File: src/hdl/pcc_pkg.sv
package pcc_pkg;

    // Longest string position that the index counter keeps.
    localparam int MAX_LEN = 256;
    localparam int IDX_W   = $clog2(MAX_LEN + 1);
    localparam int TAIL_W  = 9;
    localparam int CHAR_W  = 8;

    // Characters that the parser recognizes.
    localparam logic [CHAR_W-1:0] CH_NUL   = 8'h00;
    localparam logic [CHAR_W-1:0] CH_PCT   = 8'h25; // '%'
    localparam logic [CHAR_W-1:0] CH_DOT   = 8'h2E; // '.'
    localparam logic [CHAR_W-1:0] CH_ELL   = 8'h6C; // 'l'
    localparam logic [CHAR_W-1:0] CH_ZERO  = 8'h30; // '0'
    localparam logic [CHAR_W-1:0] CH_NINE  = 8'h39; // '9'
    localparam logic [CHAR_W-1:0] CH_MINUS = 8'h2D; // '-'
    localparam logic [CHAR_W-1:0] CH_PLUS  = 8'h2B; // '+'
    localparam logic [CHAR_W-1:0] CH_SPACE = 8'h20; // ' '
    localparam logic [CHAR_W-1:0] CH_HASH  = 8'h23; // '#'
    localparam logic [CHAR_W-1:0] CH_QUOTE = 8'h27; // '\''
    localparam logic [CHAR_W-1:0] CH_LC_D  = 8'h64; // 'd'
    localparam logic [CHAR_W-1:0] CH_LC_I  = 8'h69; // 'i'
    localparam logic [CHAR_W-1:0] CH_LC_U  = 8'h75; // 'u'
    localparam logic [CHAR_W-1:0] CH_LC_X  = 8'h78; // 'x'
    localparam logic [CHAR_W-1:0] CH_UC_X  = 8'h58; // 'X'
    localparam logic [CHAR_W-1:0] CH_LC_O  = 8'h6F; // 'o'
    localparam logic [CHAR_W-1:0] CH_LC_F  = 8'h66; // 'f'
    localparam logic [CHAR_W-1:0] CH_LC_G  = 8'h67; // 'g'
    localparam logic [CHAR_W-1:0] CH_LC_E  = 8'h65; // 'e'
    localparam logic [CHAR_W-1:0] CH_UC_E  = 8'h45; // 'E'
    localparam logic [CHAR_W-1:0] CH_UC_G  = 8'h47; // 'G'

    typedef enum logic [2:0] {
        PH_PLAIN,
        PH_PCT,
        PH_WIDTH,
        PH_PREC,
        PH_CONV,
        PH_DONE
    } t_phase;

    typedef enum logic [1:0] {
        ST_NONE = 2'd0,
        ST_INT  = 2'd1,
        ST_DBL  = 2'd2,
        ST_BAD  = 2'd3
    } t_status;

    typedef struct packed {
        logic    is_zero;
        logic    is_pct;
        logic    is_flag;
        logic    is_digit;
        logic    is_dot;
        logic    is_ell;
        t_status kind;     // ST_INT, ST_DBL, or ST_NONE for no conversion letter
    } t_char_class;

    typedef struct packed {
        logic              have;
        t_status           status;
        logic [TAIL_W-1:0] tail;
    } t_result;

endpackage

File: src/hdl/pcc_parser.sv
module pcc_parser
    import pcc_pkg::*;
(
    input  logic        i_clk,
    input  logic        i_rst_n,
    input  logic        i_enable,
    input  t_char_class i_class,
    input  logic        i_last,
    output t_result     o_result
);

    t_phase            r_phase;
    t_phase            n_phase;
    logic [IDX_W-1:0]  r_index;
    logic [IDX_W-1:0]  n_index;
    logic              pending;
    logic [IDX_W-1:0]  tail_idx;

    always_ff @(posedge i_clk) begin
        if (!i_rst_n) begin
            r_phase <= PH_PLAIN;
            r_index <= '0;
        end else if (i_enable) begin
            r_phase <= n_phase;
            r_index <= n_index;
        end
    end

    // Position just after the current byte, held at the saturation limit.
    assign tail_idx = (r_index == IDX_W'(MAX_LEN)) ? IDX_W'(MAX_LEN) : IDX_W'(r_index + 1'b1);

    // The phases fall through in order: a byte that an optional element
    // does not take is offered to the next element in the same cycle.
    always_comb begin
        n_phase         = r_phase;
        pending         = 1'b1;
        o_result.have   = 1'b0;
        o_result.status = ST_NONE;
        o_result.tail   = '0;

        unique case (r_phase)
            PH_PLAIN: begin
                pending = 1'b0;
                if (i_class.is_zero) begin
                    o_result.have = 1'b1;
                    n_phase       = PH_DONE;
                end else if (i_class.is_pct) begin
                    n_phase = PH_PCT;
                end
            end
            PH_PCT: begin
                if (i_class.is_zero) begin
                    pending         = 1'b0;
                    o_result.have   = 1'b1;
                    o_result.status = ST_BAD;
                    n_phase         = PH_DONE;
                end else if (i_class.is_pct) begin
                    pending = 1'b0;
                    n_phase = PH_PLAIN;
                end else if (i_class.is_flag) begin
                    pending = 1'b0;
                    n_phase = PH_WIDTH;
                end else begin
                    n_phase = PH_WIDTH;
                end
            end
            PH_WIDTH, PH_PREC, PH_CONV: begin
            end
            PH_DONE: begin
                pending = 1'b0;
            end
            default: begin
                pending = 1'b0;
            end
        endcase

        if (pending && (n_phase == PH_WIDTH)) begin
            if (i_class.is_zero) begin
                pending         = 1'b0;
                o_result.have   = 1'b1;
                o_result.status = ST_BAD;
                n_phase         = PH_DONE;
            end else if (i_class.is_digit) begin
                pending = 1'b0;
            end else if (i_class.is_dot) begin
                pending = 1'b0;
                n_phase = PH_PREC;
            end else begin
                n_phase = PH_PREC;
            end
        end

        if (pending && (n_phase == PH_PREC)) begin
            if (i_class.is_zero) begin
                pending         = 1'b0;
                o_result.have   = 1'b1;
                o_result.status = ST_BAD;
                n_phase         = PH_DONE;
            end else if (i_class.is_digit) begin
                pending = 1'b0;
            end else if (i_class.is_ell) begin
                pending = 1'b0;
                n_phase = PH_CONV;
            end else begin
                n_phase = PH_CONV;
            end
        end

        if (pending && (n_phase == PH_CONV)) begin
            o_result.have = 1'b1;
            n_phase       = PH_DONE;
            if (i_class.kind != ST_NONE) begin
                o_result.status = i_class.kind;
                o_result.tail   = TAIL_W'(tail_idx);
            end else begin
                o_result.status = ST_BAD;
            end
        end

        n_index = (r_index < IDX_W'(MAX_LEN)) ? IDX_W'(r_index + 1'b1) : r_index;

        // The last byte closes the string whatever was decided before.
        if (i_last) begin
            if (!o_result.have && (n_phase != PH_DONE)) begin
                o_result.have   = 1'b1;
                o_result.status = (n_phase == PH_PLAIN) ? ST_NONE : ST_BAD;
                o_result.tail   = '0;
            end
            n_phase = PH_PLAIN;
            n_index = '0;
        end
    end

endmodule

File: config.mk
export PLATFORM = sky130hd
export DESIGN_NAME = pcc_parser
export DESIGN_NICKNAME = d
export VERILOG_FILES = /design/src/hdl/pcc_pkg.sv /design/src/hdl/pcc_parser.sv
export SDC_FILE = /design/constraint.sdc
export NUM_CORES = 1
export LEC_CHECK = 0
export BUFFER_PORTS_ARGS = -buffer_cell sky130_fd_sc_hd__buf_2
export CAP_MARGIN = 0
export CORE_UTILIZATION = 30
export DETAILED_ROUTE_END_ITERATION = 16
export SKIP_LAST_GASP = 1
export SYNTH_ARGS = -nofsm -noshare
export SYNTH_HDL_FRONTEND = slang
export SYNTH_SLANG_ARGS = --single-unit
File: constraint.sdc
create_clock -name i_clk -period 2.6 [get_ports i_clk]
set_clock_uncertainty 0.2 [all_clocks]
set_input_delay 0.13 -clock i_clk [delete_from_list [all_inputs] [get_ports i_clk]]
set_output_delay 0.13 -clock i_clk [all_outputs]
set_load 0.005 [all_outputs]
## After elaboration in Yosys (flattened, before gate mapping)

Index checks and enable logic that the tools add are counted.

- Reductions and logical operators: 11
- Eq/ne operators: 9
- Mux-type cells: 42
- $add $sub $neg: 1
- Magnitude comparators: 1

Operators with widths:

| cell | number |
|---|---|
| $mux 3 | 16 |
| $mux 12 | 3 |
| $mux 9 | 4 |
| $eq 3x2->1 const B | 4 |
| $mux 1 | 12 |
| $add 9x1->9 const B | 1 |
| $eq 9x9->1 const B | 1 |
| $lt 9x9->1 const B | 1 |
| $mux 2 | 4 |
| $eq 3x3->1 const B | 2 |
| $logic_not 3->1 | 2 |
| $pmux 3 s2 | 1 |
| $logic_and 1x1->1 | 4 |
| $pmux 1 s2 | 2 |
| $reduce_bool 2->1 | 2 |
| $eq 3x1->1 const B | 1 |
| $ne 3x3->1 const B | 1 |
| $reduce_or 3->1 | 1 |
| $reduce_and 2->1 | 1 |
| $logic_not 1->1 | 1 |

- Output and inout bits: 12
- Bits of input ports: 12
- Register bits: 12
- Logic and storage cells: 66

## Logic depth before layout (Yosys ltp)

- Word-level depth: 18
- Gate-level depth with buffers: 7
- Depth with buffers taken out: 7

## Least setup slack after synthesis

OpenSTA, ideal clock, no wires.

- Kind: register to output
- Start: reg r_phase[1]
- End: out o_result[11] (netlist name)
- Data arrival time: 1.880 ns
- Path buffers: 0
- Required time: 2.270 ns
- Setup slack: 0.390 ns
- Stages on the path, launching flop included: 7
- Path through: dfxtp_1 -> or4b_1 -> a211oi_2 -> or2_1 -> o221a_4 -> a31oi_1 -> or3_1

RTL lines:

| what | line | text |
|---|---|---|
| from (decl) | pcc_parser.sv:12 | `t_phase r_phase;` |
| from (signal assigned) | pcc_parser.sv:24 | `r_phase <= n_phase;` |
| to (decl) | pcc_parser.sv:9 | `output t_result o_result` |

==> impl_metrics.toml <==
[status]
status = "finished, final reports clean"

[power]
sw_frac_of_total_pct = 26.6
comb_power_share_pct = 22.3
power.density_nw_per_um2 = 351
internal_power_uw = 375
clkPwrFrac_pct = 39.9
switchingPower_uw = 136
p_leak_uw = 0.000530
seq_power_share_pct = 37.8
peakVddDrop_uv = 192

[grt]
overflow = 0
antenna_found_initial = 0
grt_max_degree = 17
grt_pass1_vias = 1008
grt_first_pass_wirelength_mm = 4.55
grt.total_usage_pct = 13.6

[yosys]
synth-main-ff-cell = "dfxtp_1"
ys_ff_latch = 12
ys_async_sr_fraction_pct = 0
ys_top_cells_by_area = "dfxtp_1 (21%), o21ai_0 (8.3%), nor2_1 (5.5%)"
yosysTopAreaCellShare_pct = 20.9
synth_largest_area_cell = "dfxtp_1"
synth_nets = 179
yosysWarnings = 0
yosysSeqAreaShare_pct = 20.9
syn_inst = 165
synth_area_um2 = 1150
synth_edf_count = 0
synth.distinct_cells = 44
avgSynthCellArea_um2 = 6.97

[final_layout]
n_fill_cell = 391
multi_input_area_um2 = 888
drive_gt1_share_pct = 27.8
n_antenna_cell = 0
syn_to_final_growth_pct = 26.4
seq_area_um2 = 245
layout.nets = 202
fin_util_pct = 39.7

[timing]
relSlewSlack_pct = 68.2
fmax_mhz = 386
finalCritPeriodShare_pct = 99.7
tightest_slew_ns = 0.473
holdWs_ns = 0.00884
hold_viol_final = 0
slew_viol_final = 0
setup_violations = 0
grt_setup_unrepaired = "true"
min_period_ns = 2.59

[worst_setup_path]
worst-r2r-setup-slack_ns = 0.43
path_buf_inv = 1
cp.required_ns = 2.27
critPathSlowestCell = "or4b_4"
endpoint_kind = "primary output"
cp.arrival_ns = 2.26
startpoint_type = "flop"
cpLargestDelayFamily = "simple AND/OR/NAND/NOR gates"
path_class = "reg -> out"
cp_cell_sequence = "or4b_4 > a211oi_4 > or2_4 > o221a_4 > a31oi_1 > or3_1 > buf_2"
crit_fanout = 5
slowest_delay_ns = 0.48

[clocking]
h-tree-depth = 1
clk_pin_slew_ns = 0.06
cts.sinks = 12
cts_inserted_buffers = 3
cts-root-buf = "clkbuf_8"
clockBufferDepth = 2
insertion_delay_ns = 0.24
cts_tree = "built"

[route]
drt-total-wl_mm = 2.81
final_antenna_net_count = 0
drt_iter0_markers = 97
vias_per_cell = 5.18
drc = 0
firstDrtPassIters = 4
vias = 1218
wl_per_cell_um = 12.0

[floorplanning]
die_y_um = 63.9
dieArea_um2 = 4080
coreArea_um2 = 3660
ios = 24
die_x_um = 63.9
initial_core_util_pct = 31.4
rows = 22

[job]
maxCapViolCount = 0

[hold_path]
hp-class = "in -> reg"

[placement]
routabilityCongestion = 0.796
port_buffers = 23
dp_hpwl_mm = 1.90
cells by family (layout without fill, tap and decap cells):
| group | after synthesis | count (layout) | synth area share (%) |
|---|---|---|---|
| adder cells (fa/ha/maj) | 2 | 2 | 2.18 |
| XOR/XNOR | 7 | 7 | 5.33 |
| AO/OA/AOI/OAI | 47 | 47 | 27.3 |
| flip-flops | 12 | 12 | 20.9 |
| AND/OR/NAND/NOR | 75 | 75 | 36.6 |
| buffers and inverters | 22 | 44 | 7.73 |
layer usage:
| layer | vias to the layer above | wire length (um) | global-route usage [%] |
|---|---|---|---|
| li1 | 630 | - | - |
| met1 | 568 | 1410 | 18.3 |
| met2 | 18 | 1310 | 22.5 |
| met3 | 2 | 77 | 1.61 |
| met4 | 0 | 11 | 4.26 |
| met5 | - | 0 | 0 |
flip-flops by register name, summed over array words and instances (netlist names):
register  flops
r_index       9
r_phase       3
path summary, 6_finish.rpt:
check / from / end / cells past startpoint
worst max-delay path: r_phase[0] / o_result[11] / 7
worst min-delay path: i_last / r_index[8] / 4
worst max register to register: r_phase[0] / r_phase[0] / 8
worst min register to register: r_index[7] / r_index[8] / 2
tightest hold or removal path: cells and delay by family:
kind            cells  cell delay [ns]
buf+inv             1             0.13
compound gates      1             0.03
simple gates        2             0.12
layout make-up:
type / count / share of cell area [%]
Inverter: 10 / 2.58
Tap cell: 48 / 4.13
Timing Repair Buffer: 30 / 11.5
Multi-Input combinational cell: 131 / 61.1
Clock buffer: 4 / 3.79
Sequential cell: 12 / 16.9
cells in the final DEF, fill, tap and decap left out, drive strengths merged, types with 2 or more instances in the layout:
master / n
and3: 4
a21oi: 8
nor2b: 8
or3: 3
nand2b: 3
o21a: 2
xnor2: 5
clkbuf: 4
or2: 2
nor3b: 4
ha: 2
o211ai: 2
a21boi: 4
nor4: 2
xor2: 2
and2: 2
nor3: 9
inv: 10
nor2: 17
nand3: 8
o21ai: 19
dfxtp: 12
nand2: 9
buf: 30
Yosys cell counts, drive strengths merged (5+ instances only):
cell and number:
o21ai 19, dfxtp 12, nand2 9, xnor2 5, a21oi 8, nand3 8, nor2b 8, clkbuf 9
nor3 9, nor2 17, inv 10
power by group through the flow:
stage	sequential [uW]	combinational, uW	clock, uW
floorplan	193	64.3	0
global placement	197	93.6	0
detailed placement	197	93.0	0
CTS	192	101	210
global route	193	127	218
finish	193	114	204
timing repair:
item                       4_1_cts  5_1_grt
resized for setup                8       12
pin swaps                        5        5
buffers inserted                 3        2
gates cloned                     0        0
setup endpoints to repair       11       11
hold buffers                     0        0
through the flow:
stage                     cell area (um2)  power (uW)  worst slack (ns)  TNS, ns  cells
after detailed placement             1290         290             0.121        0    226
after global routing                 1450         538            -0.111   -0.294    235
after CTS                            1390         503            0.0202        0    233
after global placement               1290         290             0.177        0    226
final                                1450         511           0.00893        0    235
after floorplan                      1150         258             0.390        0    165
Note: power is estimated with default switching activity, not from simulation.
